## src/rtl/core/blsplat_pkg.sv

```systemverilog
// Shared types, constants and defaults for the bilinear lightmap splat core.
// No dependencies; every other file in rtl/core but blsplat_ram imports this package.
package blsplat_pkg;

  // Default sizes of the flux store.
  localparam int MAX_RES_DEF  = 256;
  localparam int MAX_MAPS_DEF = 8;

  // Widest store address over the legal parameter range (64 maps of 1024 x 1024).
  localparam int STORE_AW_MAX = 26;

  // Field widths.
  localparam int FLUX_W     = 40;
  localparam int LUM_W      = 24;
  localparam int COORD_W    = 20;
  localparam int FRAC_W     = 16;
  localparam int WGT1_W     = FRAC_W + 1;
  localparam int WEIGHT_W   = 2 * WGT1_W;
  localparam int RES_CFG_W  = 9;
  localparam int MAPS_CFG_W = 4;
  localparam int TAPS_W     = 3;

  // One half and one in Q16.
  localparam int HALF_Q16 = 32768;
  localparam int ONE_Q16  = 65536;

  // Configuration port.
  localparam int CFG_IDX_W  = 1;
  localparam int CFG_DATA_W = 9;
  localparam logic [CFG_IDX_W-1:0] CFG_RESOLUTION = 1'b0;
  localparam logic [CFG_IDX_W-1:0] CFG_MAP_COUNT  = 1'b1;

  // Entry queue between the front and the back.
  localparam int QUEUE_DEPTH = 2;

  typedef struct packed {
    logic                      op;
    logic                      enable;
    logic [2:0]                map_index;
    logic signed [COORD_W-1:0] coord_u;
    logic signed [COORD_W-1:0] coord_v;
    logic [LUM_W-1:0]          lum_value;
    logic [7:0]                pixel_x;
    logic [7:0]                pixel_y;
  } splat_in_t;

  typedef struct packed {
    logic [FLUX_W-1:0] flux;
    logic [TAPS_W-1:0] taps_written;
    logic              rejected;
  } splat_out_t;

  typedef enum logic [1:0] {
    ENT_NOP,
    ENT_READ,
    ENT_ADD
  } ent_kind_t;

  typedef struct packed {
    ent_kind_t              kind;
    logic                   last;
    logic [TAPS_W-1:0]      taps;
    logic                   rej;
    logic [STORE_AW_MAX-1:0] addr;
    logic [LUM_W-1:0]       lum;
    logic [WEIGHT_W-1:0]    weight;
  } ent_t;

  typedef enum logic [1:0] {
    FS_IDLE,
    FS_MUL,
    FS_EMIT
  } front_state_t;

endpackage

```

## src/rtl/core/blsplat_queue.sv

```systemverilog
// Short entry queue that decouples the front from the back.
// Depends on blsplat_pkg for the entry type and the depth.
module blsplat_queue (
  input  logic               clk,
  input  logic               rst_n,
  input  logic               push,
  input  blsplat_pkg::ent_t  push_ent,
  output logic               full,
  input  logic               pop,
  output blsplat_pkg::ent_t  pop_ent,
  output logic               valid
);
  import blsplat_pkg::*;

  localparam int PTR_W = (QUEUE_DEPTH > 1) ? $clog2(QUEUE_DEPTH) : 1;
  localparam int CNT_W = $clog2(QUEUE_DEPTH + 1);

  ent_t             slot_r [QUEUE_DEPTH];
  logic [PTR_W-1:0] wr_ptr_r, wr_ptr_nxt;
  logic [PTR_W-1:0] rd_ptr_r, rd_ptr_nxt;
  logic [CNT_W-1:0] count_r, count_nxt;
  logic             do_push, do_pop;

  assign full    = (count_r == CNT_W'(QUEUE_DEPTH));
  assign valid   = (count_r != '0);
  assign pop_ent = slot_r[rd_ptr_r];
  assign do_push = push && !full;
  assign do_pop  = pop && valid;

  always_comb begin
    wr_ptr_nxt = wr_ptr_r;
    rd_ptr_nxt = rd_ptr_r;
    count_nxt  = count_r;
    if (do_push) begin
      wr_ptr_nxt = (wr_ptr_r == PTR_W'(QUEUE_DEPTH - 1)) ? '0 : wr_ptr_r + 1'b1;
    end
    if (do_pop) begin
      rd_ptr_nxt = (rd_ptr_r == PTR_W'(QUEUE_DEPTH - 1)) ? '0 : rd_ptr_r + 1'b1;
    end
    if (do_push && !do_pop) begin
      count_nxt = count_r + 1'b1;
    end else if (do_pop && !do_push) begin
      count_nxt = count_r - 1'b1;
    end
  end

  always_ff @(posedge clk) begin
    if (!rst_n) begin
      wr_ptr_r <= '0;
      rd_ptr_r <= '0;
      count_r  <= '0;
    end else begin
      wr_ptr_r <= wr_ptr_nxt;
      rd_ptr_r <= rd_ptr_nxt;
      count_r  <= count_nxt;
    end
  end

  always_ff @(posedge clk) begin
    if (do_push) begin
      slot_r[wr_ptr_r] <= push_ent;
    end
  end

endmodule

```

## config.mk

```make
export PLATFORM = sky130hd
export DESIGN_NAME = blsplat_queue
export DESIGN_NICKNAME = d
export VERILOG_FILES = /design/src/rtl/core/blsplat_pkg.sv /design/src/rtl/core/blsplat_queue.sv
export SDC_FILE = /design/constraint.sdc
export NUM_CORES = 1
export LEC_CHECK = 0
export ABC_CLOCK_PERIOD_IN_PS = 10050
export BUFFER_PORTS_ARGS = -buffer_cell sky130_fd_sc_hd__buf_2
export CORE_ASPECT_RATIO = 1.1
export CORE_UTILIZATION = 30
export CTS_CLUSTER_SIZE = 8
export DETAILED_ROUTE_END_ITERATION = 6
export PLACE_DENSITY = 0.55
export SYNTH_ARGS = -nofsm -noshare
export SYNTH_HDL_FRONTEND = slang
export SYNTH_SLANG_ARGS = --single-unit
```

## constraint.sdc

```tcl
create_clock -name clk -period 10.05 [get_ports clk]
set_clock_uncertainty 0.05 [all_clocks]
set_input_delay 1.5075 -clock clk [delete_from_list [all_inputs] [get_ports clk]]
set_output_delay 1.5075 -clock clk [all_outputs]
set_load 0.005 [all_outputs]
```

======== Yosys cells after proc, flatten, opt, wreduce, memory -nomap -nowiden ========
Memory sizes are Yosys's and may differ from the RTL's. A register that Yosys moved wholly into a read port is not among the register bits.
Index checks and enable logic that the tools add are counted.
word-level totals
  register bits ........................... 4
  bits in writable memories ............... 182
  output and inout port bits .............. 93
  memories kept ........................... 1
memories
  memory  depth  bits a word  read ports  clocked after memory_dff  write ports  RTL line             RTL
  slot_r  2      91           1           1                         1            blsplat_queue.sv:18  ent_t slot_r [QUEUE_DEPTH];
cells by class
  add/sub/neg operators ................... 4
  equality and inequality tests ........... 1
  mux-type cells .......................... 8
  reduce and logical (&&, ||, !) cells .... 9
operators by type and width
  operator             number
  $mux 1               6
  $logic_and 1x1->1    4
  $mux 2               2
  $reduce_bool 2->1    2
  $logic_not 1->1      3
  $add 1x1->1 const B  2
  $add 2x1->2 const B  1
  $eq 2x2->1 const B   1
  $sub 2x1->2 const B  1

======== Depth between registers and ports, before layout ========
  depth after elaboration ................. 7
  gate-level depth with buffers ........... 7
  mapped depth without buffers ............ 7

======== Least setup slack after synthesis ========
No wires, ideal clock.
  path kind ............................... input port to flip-flop
  start ................................... in push
  end ..................................... mem slot_r[0][0] in the netlist's numbering, enable pin
  library setup time ...................... 0.526 ns
  arrival ................................. 5.119 ns
  slack ................................... 4.355 ns
  stages on the path ...................... 2
  path buffers ............................ 0
  cells stage by stage .................... inv_1 -> nor3_2
between the ends
  word-level cells in the longest chain between the ends .. 3
ends and longest elaborated chain
  element                       RTL line             RTL
  start: declaration            blsplat_queue.sv:6   input logic push,
  $logic_and 1x1->1             blsplat_queue.sv:27  assign do_push = push && !full;
  $mux 1                        blsplat_queue.sv:60  if (do_push) begin
  $mux 1 (not written as such)  blsplat_queue.sv:61  slot_r[wr_ptr_r] <= push_ent;
  end: declaration              blsplat_queue.sv:18
No other way between the ends.

==> summary.txt <==
Hold-fix buffers, CTS - 0
Top cells by area, synth - edfxtp_1 80%, mux2_2 15%, dfxtp_1 1.5%
RSZ-0062 raised after global routing - false
Worst min-delay path class - reg2reg
Yosys warning count - 0
Max Freq - 252 MHz
Cell Pwr Density - 245 nW/um^2
Met2 Track Usage GR - 19.8%
Parity-gate share of the synthesized area counting xor and xnor cells - 0.386%
M3 GR Usage - 4.51%
Cell at the root of the clock tree - clkbuf_16
Wire length of the first global-routing pass - 20100 um
Die extent in x - 146 um
Combinational family with the most area after synthesis - multiplexers
Buffers on Ports - 187
Sum of overflow across all layers after global routing - 0
Via count of the first global-routing pass - 3780
Most used routing layer - met2
Slew at the pin closest to its max-slew limit - 829 ps
Height of the chip - 160 um
Maxcap violations - 0
Post-Route Setup TNS - 0 ps
Die Footprint - 23300 um^2
Via count - 3462
WS Path Type - reg2out
Resized cells post-CTS - 0
Run status - finished clean
Global-route usage over all layers - 11.5%
Post-Syn Nets - 404
Area share of fa/ha/maj cells after synthesis - 0.184%
Syn avg cell area - 22.1 um^2
TritonCTS clock tree - yes
Initial antenna violation count - 1
Clock slew at the register clock pins of the worst setup and hold paths - 70 ps
Layout Area Growth over Synthesis - 27.1%
Leakage power figure - 3.16 nW
Count of TritonRoute iterations in the first routing pass - 4
Cell area after layout - 8640 um^2
Final Hold Vio Count - 0
Num Clock Sinks - 187
# DRC - 0
Deepest level of the CTS H-tree - 4
CTS Buffer Depth - 2
Number of instances in the synthesized netlist - 308
Number of endpoints failing setup at the final stage - 0
Vias per cell - 4.24
Final HPWL from detailed placement - 8260 um
Portion of netlist area occupied by mux cells - 15.1%
Placed inst area - 8080 um^2
Starting utilization of the core area - 30.7%
Worst IR Drop VDD - 0.000122 V
Max-slew violations - 0
Critical Path AT - 2410 ps
# rows - 57
Post-synth top area share - 80.4%
Kind of start point of the critical path - flip-flop
Iter 0 DRT Violations - 135
TritonCTS Buffers - 17
Routed len/inst - 15.8 um
Final worst path period share - 39.5%
Skew-Pair Late Insertion Delay - 420 ps
Area of the core region - 22200 um^2
Kind of capture point of the worst setup path - output port
Compound-gate portion of the synthesized area - 0.478%
Routability congestion estimate from global placement - 0.704
Pin count of the biggest net entering global routing - 59
Headroom to the max-slew limit - 44.8%
GR Util met1 - 12.7%
Post-CTS setup buffer count - 0
Worst Path Required - 8490 ps
Share of the yosys chip area belonging to registers - 81.9%
Worst Path Max Fanout - 47
Distinct cells, synth - 22
Number of nets with antenna violations after detailed routing - 0
Fraction of layout cells with a size suffix above 1 - 60.7%
Total length of routed wires - 12900 um
Design Power - 2.12 mW
Min Clock Period, post-route - 3970 ps
Simple-Gate Fraction of Synth Area - 0.847%
Diodes inserted - 0
Fin Hold WS - 486 ps
I/O pin count - 188
Total standard cell area after synthesis - 6800 um^2
Nets - 604
Number of flip-flops and latches in the synthesized netlist - 187
Cell type with the largest total area after synthesis - edfxtp_1
## cells in the mapped netlist, drive strengths merged
cell,count
inv,2
nor2,1
and2,3
nor3,1
edfxtp,182
xor2,1
and3,1
xnor2,2
or3,1
o21a,1
buf,10
dfxtp,5
mux2,91
o21ai,2
ha,1
nand2b,1
or2,1
a21boi,2
## cell usage in the layout (no fill, tap or decap), drive strengths merged, types with 2 or more instances in the layout
cell	n
o21ai	2
xnor2	2
clkinvlp	3
mux2	91
a21boi	2
and2	3
dfxtp	5
inv	7
clkinv	5
buf	191
clkbuf	18
edfxtp	182
## path summary, 6_finish.rpt
kind,from,endpoint,slack [ps],cells after the start
hold reg to reg,count_r[1],count_r[1],490,2
hold / removal,count_r[1],count_r[1],490,2
setup reg to reg,count_r[0],slot_r[1][67],7680,3
setup / recovery,flip-flop,pop_ent[78],6080,3
## cell families after synthesis
kind of cell / Yosys count
buf+inv: 12
fa+ha+maj: 1
compound gates: 5
flops: 187
simple gates: 9
xor+xnor: 3
mux: 91
## power breakdown
group | switching (mW) | internal, mW | leakage [nW]
logic | 0.207 | 0.235 | 1.15
registers | 0.0489 | 0.980 | 1.74
clock network | 0.297 | 0.348 | 0.268
total | 0.553 | 1.56 | 3.16
## sequential cells by signal, indices dropped and copies added, names as in the netlist, named ones only
| register | cells |
|---|---|
| rd_ptr_r | 1 |
| slot_r | 182 |
| count_r | 2 |
| wr_ptr_r | 1 |
## area by class of cell
cell class                      count  area, um^2
Timing Repair Buffer              191         966
Sequential cell                   187        5570
Multi-Input combinational cell    109        1160
Tap cell                          295         369
Inverter                            2        7.51
Clock buffer                       18         429
Clock inverter                     14         138
Fill cell                        2056       13500
## through the flow
step	utilization (%)	worst slack, ps	instances
floorplan	-	4360	308
global placement	36.4	6510	784
detailed placement	36.4	6450	784
CTS	39.0	5970	816
global route	39.0	5910	816
finish	39.0	6080	816
## worst max-delay path, cell delays in order (launching register included)
cell and delay, ps:
dfxtp_4 740, buf_4 630, mux2_2 420, buf_2 130
## metal layers
metal	vias up	wire length, um
li1	1626	-
met1	1712	5220
met2	112	6660
met3	10	905
met4	2	131
met5	-	10
No activity file was read; power rests on OpenSTA's default activity.
