<file path="src/rtl/core/blsplat_pkg.sv">
// Shared types, constants and defaults for the bilinear lightmap splat core.
// No dependencies; every other file in rtl/core but blsplat_ram imports this package.
package blsplat_pkg;

  // Default sizes of the flux store.
  localparam int MAX_RES_DEF  = 256;
  localparam int MAX_MAPS_DEF = 8;

  // Widest store address over the legal parameter range (64 maps of 1024 x 1024).
  localparam int STORE_AW_MAX = 26;

  // Field widths.
  localparam int FLUX_W     = 40;
  localparam int LUM_W      = 24;
  localparam int COORD_W    = 20;
  localparam int FRAC_W     = 16;
  localparam int WGT1_W     = FRAC_W + 1;
  localparam int WEIGHT_W   = 2 * WGT1_W;
  localparam int RES_CFG_W  = 9;
  localparam int MAPS_CFG_W = 4;
  localparam int TAPS_W     = 3;

  // One half and one in Q16.
  localparam int HALF_Q16 = 32768;
  localparam int ONE_Q16  = 65536;

  // Configuration port.
  localparam int CFG_IDX_W  = 1;
  localparam int CFG_DATA_W = 9;
  localparam logic [CFG_IDX_W-1:0] CFG_RESOLUTION = 1'b0;
  localparam logic [CFG_IDX_W-1:0] CFG_MAP_COUNT  = 1'b1;

  // Entry queue between the front and the back.
  localparam int QUEUE_DEPTH = 2;

  typedef struct packed {
    logic                      op;
    logic                      enable;
    logic [2:0]                map_index;
    logic signed [COORD_W-1:0] coord_u;
    logic signed [COORD_W-1:0] coord_v;
    logic [LUM_W-1:0]          lum_value;
    logic [7:0]                pixel_x;
    logic [7:0]                pixel_y;
  } splat_in_t;

  typedef struct packed {
    logic [FLUX_W-1:0] flux;
    logic [TAPS_W-1:0] taps_written;
    logic              rejected;
  } splat_out_t;

  typedef enum logic [1:0] {
    ENT_NOP,
    ENT_READ,
    ENT_ADD
  } ent_kind_t;

  typedef struct packed {
    ent_kind_t              kind;
    logic                   last;
    logic [TAPS_W-1:0]      taps;
    logic                   rej;
    logic [STORE_AW_MAX-1:0] addr;
    logic [LUM_W-1:0]       lum;
    logic [WEIGHT_W-1:0]    weight;
  } ent_t;

  typedef enum logic [1:0] {
    FS_IDLE,
    FS_MUL,
    FS_EMIT
  } front_state_t;

endpackage

</file>
<file path="src/rtl/core/blsplat_front.sv">
// Front part: takes items, forms the Q16 positions and bilinear weights,
// and breaks each item into store entries. Depends on blsplat_pkg.
module blsplat_front #(
  parameter int MAX_RES  = blsplat_pkg::MAX_RES_DEF,
  parameter int MAX_MAPS = blsplat_pkg::MAX_MAPS_DEF
) (
  input  logic                               clk,
  input  logic                               rst_n,
  input  logic                               accept,
  input  blsplat_pkg::splat_in_t             in_item,
  input  logic [blsplat_pkg::RES_CFG_W-1:0]  res_cfg,
  input  logic [blsplat_pkg::MAPS_CFG_W-1:0] maps_cfg,
  output logic                               ready,
  output logic                               push,
  output blsplat_pkg::ent_t                  push_ent,
  input  logic                               full
);
  import blsplat_pkg::*;

  localparam int RES_W  = $clog2(MAX_RES + 1);
  localparam int CMP_W  = (RES_W > RES_CFG_W) ? RES_W : RES_CFG_W;
  localparam int MC_W   = ($clog2(MAX_MAPS + 1) > MAPS_CFG_W) ? $clog2(MAX_MAPS + 1) : MAPS_CFG_W;
  localparam int F_W    = COORD_W + RES_W + 2;
  localparam int BASE_W = F_W - FRAC_W;
  localparam int ADDR_W = $clog2(MAX_MAPS * MAX_RES * MAX_RES);
  localparam logic [ADDR_W-1:0] ROW_STRIDE   = ADDR_W'(MAX_RES);
  localparam logic [ADDR_W-1:0] PLANE_STRIDE = ADDR_W'(MAX_RES * MAX_RES);
  localparam logic [1:0]        TAP_LAST     = 2'd3;

  front_state_t              state_r, state_nxt;
  splat_in_t                 item_r, item_nxt;
  logic signed [BASE_W-1:0]  x0_r, x0_nxt, y0_r, y0_nxt;
  logic [FRAC_W-1:0]         fx_r, fx_nxt, fy_r, fy_nxt;
  logic                      rej_r, rej_nxt, read_r, read_nxt, splat_r, splat_nxt;
  logic [1:0]                tap_r, tap_nxt;
  logic [TAPS_W-1:0]         taps_acc_r, taps_acc_nxt;

  logic [RES_W-1:0]          eff_res;
  logic [MC_W-1:0]           eff_maps;
  logic                      map_ok, rd_oob;
  logic signed [F_W-1:0]     res_s, fx_full, fy_full;
  logic signed [BASE_W:0]    xx, yy, res_b;
  logic                      inb;
  logic [WGT1_W-1:0]         wx, wy;
  logic [ADDR_W-1:0]         tap_addr, rd_addr;

  // Register values out of range are clamped: a resolution of zero acts as one.
  always_comb begin
    if (res_cfg == '0) begin
      eff_res = RES_W'(1);
    end else if (CMP_W'(res_cfg) > CMP_W'(MAX_RES)) begin
      eff_res = RES_W'(MAX_RES);
    end else begin
      eff_res = RES_W'(res_cfg);
    end
    eff_maps = (MC_W'(maps_cfg) > MC_W'(MAX_MAPS)) ? MC_W'(MAX_MAPS) : MC_W'(maps_cfg);
  end

  assign map_ok = MC_W'(item_r.map_index) < eff_maps;
  assign rd_oob = (CMP_W'(item_r.pixel_x) >= CMP_W'(eff_res)) ||
                  (CMP_W'(item_r.pixel_y) >= CMP_W'(eff_res));

  // Continuous position minus one half, in Q16.
  assign res_s   = $signed(F_W'(eff_res));
  assign fx_full = F_W'(item_r.coord_u) * res_s - F_W'(HALF_Q16);
  assign fy_full = F_W'(item_r.coord_v) * res_s - F_W'(HALF_Q16);

  // Current tap: bit 0 of the tap number steps x, bit 1 steps y.
  assign xx    = (BASE_W + 1)'(x0_r) + $signed((BASE_W + 1)'(tap_r[0]));
  assign yy    = (BASE_W + 1)'(y0_r) + $signed((BASE_W + 1)'(tap_r[1]));
  assign res_b = $signed((BASE_W + 1)'(eff_res));
  assign inb   = !xx[BASE_W] && (xx < res_b) && !yy[BASE_W] && (yy < res_b);
  assign wx    = tap_r[0] ? WGT1_W'(fx_r) : WGT1_W'(ONE_Q16) - WGT1_W'(fx_r);
  assign wy    = tap_r[1] ? WGT1_W'(fy_r) : WGT1_W'(ONE_Q16) - WGT1_W'(fy_r);

  assign tap_addr = ADDR_W'(item_r.map_index) * PLANE_STRIDE +
                    ADDR_W'($unsigned(yy)) * ROW_STRIDE + ADDR_W'($unsigned(xx));
  assign rd_addr  = ADDR_W'(item_r.map_index) * PLANE_STRIDE +
                    ADDR_W'(item_r.pixel_y) * ROW_STRIDE + ADDR_W'(item_r.pixel_x);

  always_comb begin
    state_nxt    = state_r;
    item_nxt     = item_r;
    x0_nxt       = x0_r;
    y0_nxt       = y0_r;
    fx_nxt       = fx_r;
    fy_nxt       = fy_r;
    rej_nxt      = rej_r;
    read_nxt     = read_r;
    splat_nxt    = splat_r;
    tap_nxt      = tap_r;
    taps_acc_nxt = taps_acc_r;
    ready        = 1'b0;
    push         = 1'b0;
    push_ent     = '0;
    unique case (state_r)
      FS_IDLE: begin
        ready = 1'b1;
        if (accept) begin
          item_nxt  = in_item;
          state_nxt = FS_MUL;
        end
      end
      FS_MUL: begin
        x0_nxt       = fx_full[F_W-1:FRAC_W];
        y0_nxt       = fy_full[F_W-1:FRAC_W];
        fx_nxt       = fx_full[FRAC_W-1:0];
        fy_nxt       = fy_full[FRAC_W-1:0];
        rej_nxt      = !map_ok || (item_r.op && rd_oob);
        read_nxt     = map_ok && item_r.op && !rd_oob;
        splat_nxt    = map_ok && !item_r.op && item_r.enable;
        tap_nxt      = '0;
        taps_acc_nxt = '0;
        state_nxt    = FS_EMIT;
      end
      FS_EMIT: begin
        push = !full;
        if (splat_r) begin
          push_ent.kind   = inb ? ENT_ADD : ENT_NOP;
          push_ent.last   = (tap_r == TAP_LAST);
          push_ent.taps   = taps_acc_r + TAPS_W'(inb);
          push_ent.rej    = 1'b0;
          push_ent.addr   = STORE_AW_MAX'(tap_addr);
          push_ent.lum    = item_r.lum_value;
          push_ent.weight = WEIGHT_W'(wx) * WEIGHT_W'(wy);
        end else begin
          push_ent.kind = read_r ? ENT_READ : ENT_NOP;
          push_ent.last = 1'b1;
          push_ent.rej  = rej_r;
          push_ent.addr = STORE_AW_MAX'(rd_addr);
        end
        if (!full) begin
          tap_nxt      = tap_r + 1'b1;
          taps_acc_nxt = push_ent.taps;
          if (push_ent.last) begin
            ready = 1'b1;
            if (accept) begin
              item_nxt  = in_item;
              state_nxt = FS_MUL;
            end else begin
              state_nxt = FS_IDLE;
            end
          end
        end
      end
      default: begin
        state_nxt = FS_IDLE;
      end
    endcase
  end

  always_ff @(posedge clk) begin
    if (!rst_n) begin
      state_r <= FS_IDLE;
    end else begin
      state_r <= state_nxt;
    end
  end

  always_ff @(posedge clk) begin
    if (!rst_n) begin
      rej_r      <= 1'b0;
      read_r     <= 1'b0;
      splat_r    <= 1'b0;
      tap_r      <= '0;
      taps_acc_r <= '0;
    end else begin
      rej_r      <= rej_nxt;
      read_r     <= read_nxt;
      splat_r    <= splat_nxt;
      tap_r      <= tap_nxt;
      taps_acc_r <= taps_acc_nxt;
    end
  end

  always_ff @(posedge clk) begin
    item_r <= item_nxt;
    x0_r   <= x0_nxt;
    y0_r   <= y0_nxt;
    fx_r   <= fx_nxt;
    fy_r   <= fy_nxt;
  end

endmodule

</file>
<file path="config.mk">
export PLATFORM = sky130hd
export DESIGN_NAME = blsplat_front
export DESIGN_NICKNAME = d
export VERILOG_FILES = /design/src/rtl/core/blsplat_pkg.sv /design/src/rtl/core/blsplat_front.sv
export SDC_FILE = /design/constraint.sdc
export NUM_CORES = 2
export LEC_CHECK = 0
export ABC_AREA = 1
export BUFFER_PORTS_ARGS = -buffer_cell sky130_fd_sc_hd__buf_2
export CAP_MARGIN = 25
export CORE_MARGIN = 3
export CORE_UTILIZATION = 50
export CTS_CLUSTER_DIAMETER = 120
export DETAILED_ROUTE_END_ITERATION = 10
export GPL_ROUTABILITY_DRIVEN = 0
export PLACE_DENSITY = 0.7
export SKIP_LAST_GASP = 1
export SLEW_MARGIN = 15
export SYNTH_ARGS = -nofsm -noshare
export SYNTH_HDL_FRONTEND = slang
export SYNTH_SLANG_ARGS = --single-unit
</file>
<file path="constraint.sdc">
create_clock -name clk -period 6.5 [get_ports clk]
set_clock_uncertainty 0.2 [all_clocks]
set_input_delay 0.325 -clock clk [delete_from_list [all_inputs] [get_ports clk]]
set_output_delay 0.325 -clock clk [all_outputs]
set_load 0.02 [all_outputs]
</file>
# Word-level counts from Yosys, hierarchy flattened
# Index checks and enable logic that the tools add are counted.
# classes
order_cmp,7
n_mux,30
addsub,12
n_mul,3
eq_ne,6
reduce_logical,23
# op_table
cell,count
$mux W85,3
$pmux W85 S2,1
$mux W91,1
$sub A30 B17 Y31 const B,2
$mul A20 B10 Y30,2
$mux W58,1
$add A19 B16 Y19,2
$mul A17 B17 Y34,1
$mux W17,2
$sub A17 B16 Y17 const A,2
$add A15 B2 Y16,2
$lt A16 B10 Y1,2
$mux W27,1
$add A19 B19 Y19,1
$add A19 B8 Y19,1
$ge A8 B9 Y1,2
$mux W9,2
$mux W3,4
$mux W2,5
$gt A9 B9 Y1 const B,1
$logic_not A9 Y1,1
$logic_and A1 B1 Y1,8
$logic_not A1 Y1,6
$ne A2 B2 Y1 const B,3
17 further kinds,25
# totals
regBits,157
input_bits,102

# Logic depth before layout (Yosys ltp)
# depth
depth_word,13
ltp_mapped,36
depth_no_buf,35

# Worst setup path before layout
# No wires, ideal clock.
# synth_path
path_type,register -> output
startpoint,register fx_r[0]
endpoint,output port push_ent[32] (netlist bit)
required_ns,5.975
stages_incl_launch_ff,33
arrival_time_ns,6.852
slack_ns,-0.877
n_path_buf,2
cell_sequence,edfxtp_1 > inv_2 > clkbuf_1 > ha_1 > inv_1 > nor2_1 > inv_1 > nor3_1 > nand4_1 > xor2_1 > nand2_1 > nand2_1 > inv_1 > buf_4 > nand2_1 > fa_1 > fa_1 > fa_1 > inv_1 > fa_1 > fa_1 > inv_1 > fa_1 > inv_1 > ha_1 > a21oi_1 > o21ai_0 > a21oi_1 > nor2_1 > nor2_1 > nand2_1 > nand2_1 > nor3b_1
# synth_rtl
element,line_no,source
start: declaration,blsplat_front.sv:33,"logic [FRAC_W-1:0] fx_r, fx_nxt, fy_r, fy_nxt;"
start signal: assignment,blsplat_front.sv:180,fx_r <= fx_nxt;
end: declaration,blsplat_front.sv:15,"output blsplat_pkg::ent_t push_ent,"

==> results.sh <==
export IMPL_status="complete, but fails checks"
export IMPL_violations="setup timing"
export IMPL_path_clk_slew_ns=0.08
export IMPL_finalHoldViolCount=0
export IMPL_ys_seq_area_frac=0.146
export IMPL_relSlewSlack=0.332
export IMPL_htreeDepth=4
export IMPL_required_ns=5.97
export IMPL_crit_path_start_kind="flip-flop"
export IMPL_via_per_inst=5.19
export IMPL_root_buffer="clkbuf_16"
export IMPL_dp_hpwl_mm=73.1
export IMPL_die_x_um=257
export IMPL_ios=195
export IMPL_area_growth_syn_to_layout_pct=21.8
export IMPL_post_place_ws_ns=-0.634
export IMPL_cp_max_fo=7
export IMPL_post_route_util=0.619
export IMPL_clk_latency_ns=0.49
export IMPL_ant_nets=0
export IMPL_top_layer="met4"
export IMPL_cts_made_buffers=17
export IMPL_fin_setup_tns_ns=-18.43
export IMPL_synthArstFlopShare=0
export IMPL_syn_area_per_cell_um2=8.31
export IMPL_worst_slew_pin_slew_ns=1.00
export IMPL_place_inst=5008
export IMPL_grt_max_degree=69
export IMPL_grt_setup_unrepaired="yes"
export IMPL_wl_per_cell_um=17.4
export IMPL_critPathKind="reg2out"
export IMPL_grt_overflow_total=0
export IMPL_slowest_stage="fa_1"
export IMPL_layout_setup_ws_ns=-1.01
export IMPL_die_area_mm2=0.0663
export IMPL_cpPeakStageDelay_ns=0.54
export IMPL_core_area_mm2=0.0622
export IMPL_totalWireLength_mm=89.6
export IMPL_io_buffers=187
export IMPL_drtIter0Drc=1972
export IMPL_synth_edf_count=147
export IMPL_vias=26800
export IMPL_finalCritPeriodShare=1.15
export IMPL_routed_wl_met3_mm=5.62
export IMPL_yosys_register_bits=157
export IMPL_cp_data_arrival_time_ns=6.98
export IMPL_synth_ff_type="edfxtp_1"
export IMPL_grt_pass1_vias=28300
export IMPL_finalSetupViolations=25
export IMPL_nets=5267
export IMPL_max_cap_violations=0
export IMPL_fin_cells=5163
export IMPL_post_route_min_period_ns=7.51
export IMPL_start_util=0.508
export IMPL_syn_inst=3801
export IMPL_synth_warnings=0
export IMPL_critPathMostFrequentCell="fa_1"
export IMPL_firstDrtPassIters=5
export IMPL_maxSlewViolCount=0
export IMPL_grt_util_all_layers=0.280
export IMPL_tritoncts="yes"
export IMPL_synth_cell_type_count=55
export IMPL_fmax_mhz=133
export IMPL_cp_end_kind="primary output"
export IMPL_drc=0
export IMPL_ff2ff_path_depth=17
export IMPL_wl_met1_mm=36.6
export IMPL_antenna_cells=0
export IMPL_hold_depth=4
export IMPL_drive_gt1_frac=0.189
export IMPL_die_h_um=257
export IMPL_netlist_area_mm2=0.0316
export IMPL_hp_class="in2reg"
export IMPL_wl_met2_mm=42.6
export IMPL_grt_pass1_wl_mm=146
export IMPL_antenna_found_initial=0
export IMPL_rows=91
export IMPL_cts_sinks=157
export IMPL_clockBufferDepth=2
## routing by layer
layer  vias to the layer above  GRT usage
li1                      12500          -
met1                     13000      0.354
met2                       962      0.473
met3                       241     0.0398
met4                         0      0.135
met5                         -          0
## state kept, by name (all words and copies together), names as in the netlist
name and count:
rej_r 1, splat_r 1, item_r 85, fy_r 16, tap_r 2, read_r 1, y0_r 15, taps_acc_r 3
x0_r 15, state_r 2, fx_r 16
## logic make-up after synthesis
| family | count (synthesis) | share of synthesized area |
|---|---|---|
| buffers and inverters | 970 | 0.118 |
| adder cells (fa/ha/maj) | 852 | 0.470 |
| AO/OA/AOI/OAI | 332 | 0.0601 |
| XOR/XNOR | 103 | 0.0302 |
| other | 1 | 0.000119 |
| AND/OR/NAND/NOR | 1386 | 0.176 |
| flip-flops | 157 | 0.146 |
## cell type report
type                            instances  area (um^2)
Multi-Input combinational cell       2680        24500
Fill cell                            5361        23700
Sequential cell                       157         4620
Timing Repair Buffer                  599         4520
Inverter                              858         3240
Tap cell                              837         1050
Clock buffer                           18          429
Clock inverter                         14          148
## path summary, 6_finish.rpt
path	start	end	slack, ns
min reg2reg	read_r	read_r	0.27
max	fy_r[1]	push_ent[28]	-1.01
min	full	tap_r[1]	0.09
max reg2reg	item_r[79]	x0_r[13]	0.82
## metrics by stage
step / area [um^2] / hold slack, ns
global route: 38500 / 0.141
global placement: 35900 / 0.259
detailed placement: 35900 / 0.259
CTS: 38300 / 0.0888
finish: 38500 / 0.0863
floorplan: 32100 / 0.224
## Yosys cell counts (all sizes together) (15+ instances only)
| master | n | area share |
|---|---|---|
| inv | 852 | 0.10 |
| nand2 | 827 | 0.099 |
| fa | 559 | 0.35 |
| nor2 | 391 | 0.047 |
| ha | 293 | 0.12 |
| a21oi | 150 | 0.024 |
| edfxtp | 147 | 0.14 |
| o21ai | 103 | 0.017 |
| clkbuf | 77 | 0.0095 |
| nand3 | 73 | 0.012 |
| xor2 | 72 | 0.021 |
| buf | 35 | 0.0065 |
| nor3 | 35 | 0.0063 |
| xnor2 | 31 | 0.0088 |
| nand4 | 29 | 0.0057 |
| a21o | 15 | 0.0036 |
## critical path: cells and delay by family, from the launching register on
| family | cells | cell delay [ns] |
|---|---|---|
| xor+xnor | 1 | 0.15 |
| compound gates | 5 | 1.01 |
| fa+ha+maj | 7 | 3.16 |
| simple gates | 9 | 1.05 |
| buf+inv | 7 | 0.71 |
| flops | 1 | 0.43 |
## layout by cell type (no fill, tap or decap), types with 65 or more instances in the layout
cell,instances
inv_1,808
nand2_1,773
fa_1,549
nor2_1,357
buf_4,306
ha_1,265
buf_2,168
edfxtp_1,147
a21oi_1,115
dlygate4sd3_1,87
o21ai_0,76
nand3_1,65
## timing repair
item                                    CTS  global route
buffers inserted                         28             7
hold buffers                             87             0
endpoints found under the setup margin   26            26
pin swaps                                99            22
resized for setup                       200            34
endpoints found under the hold margin    90             0
cloned                                    1             0
Power is left out: the tool's default activity adds up to more than one toggle a clock period on the data nets, which glitch-free logic cannot reach.
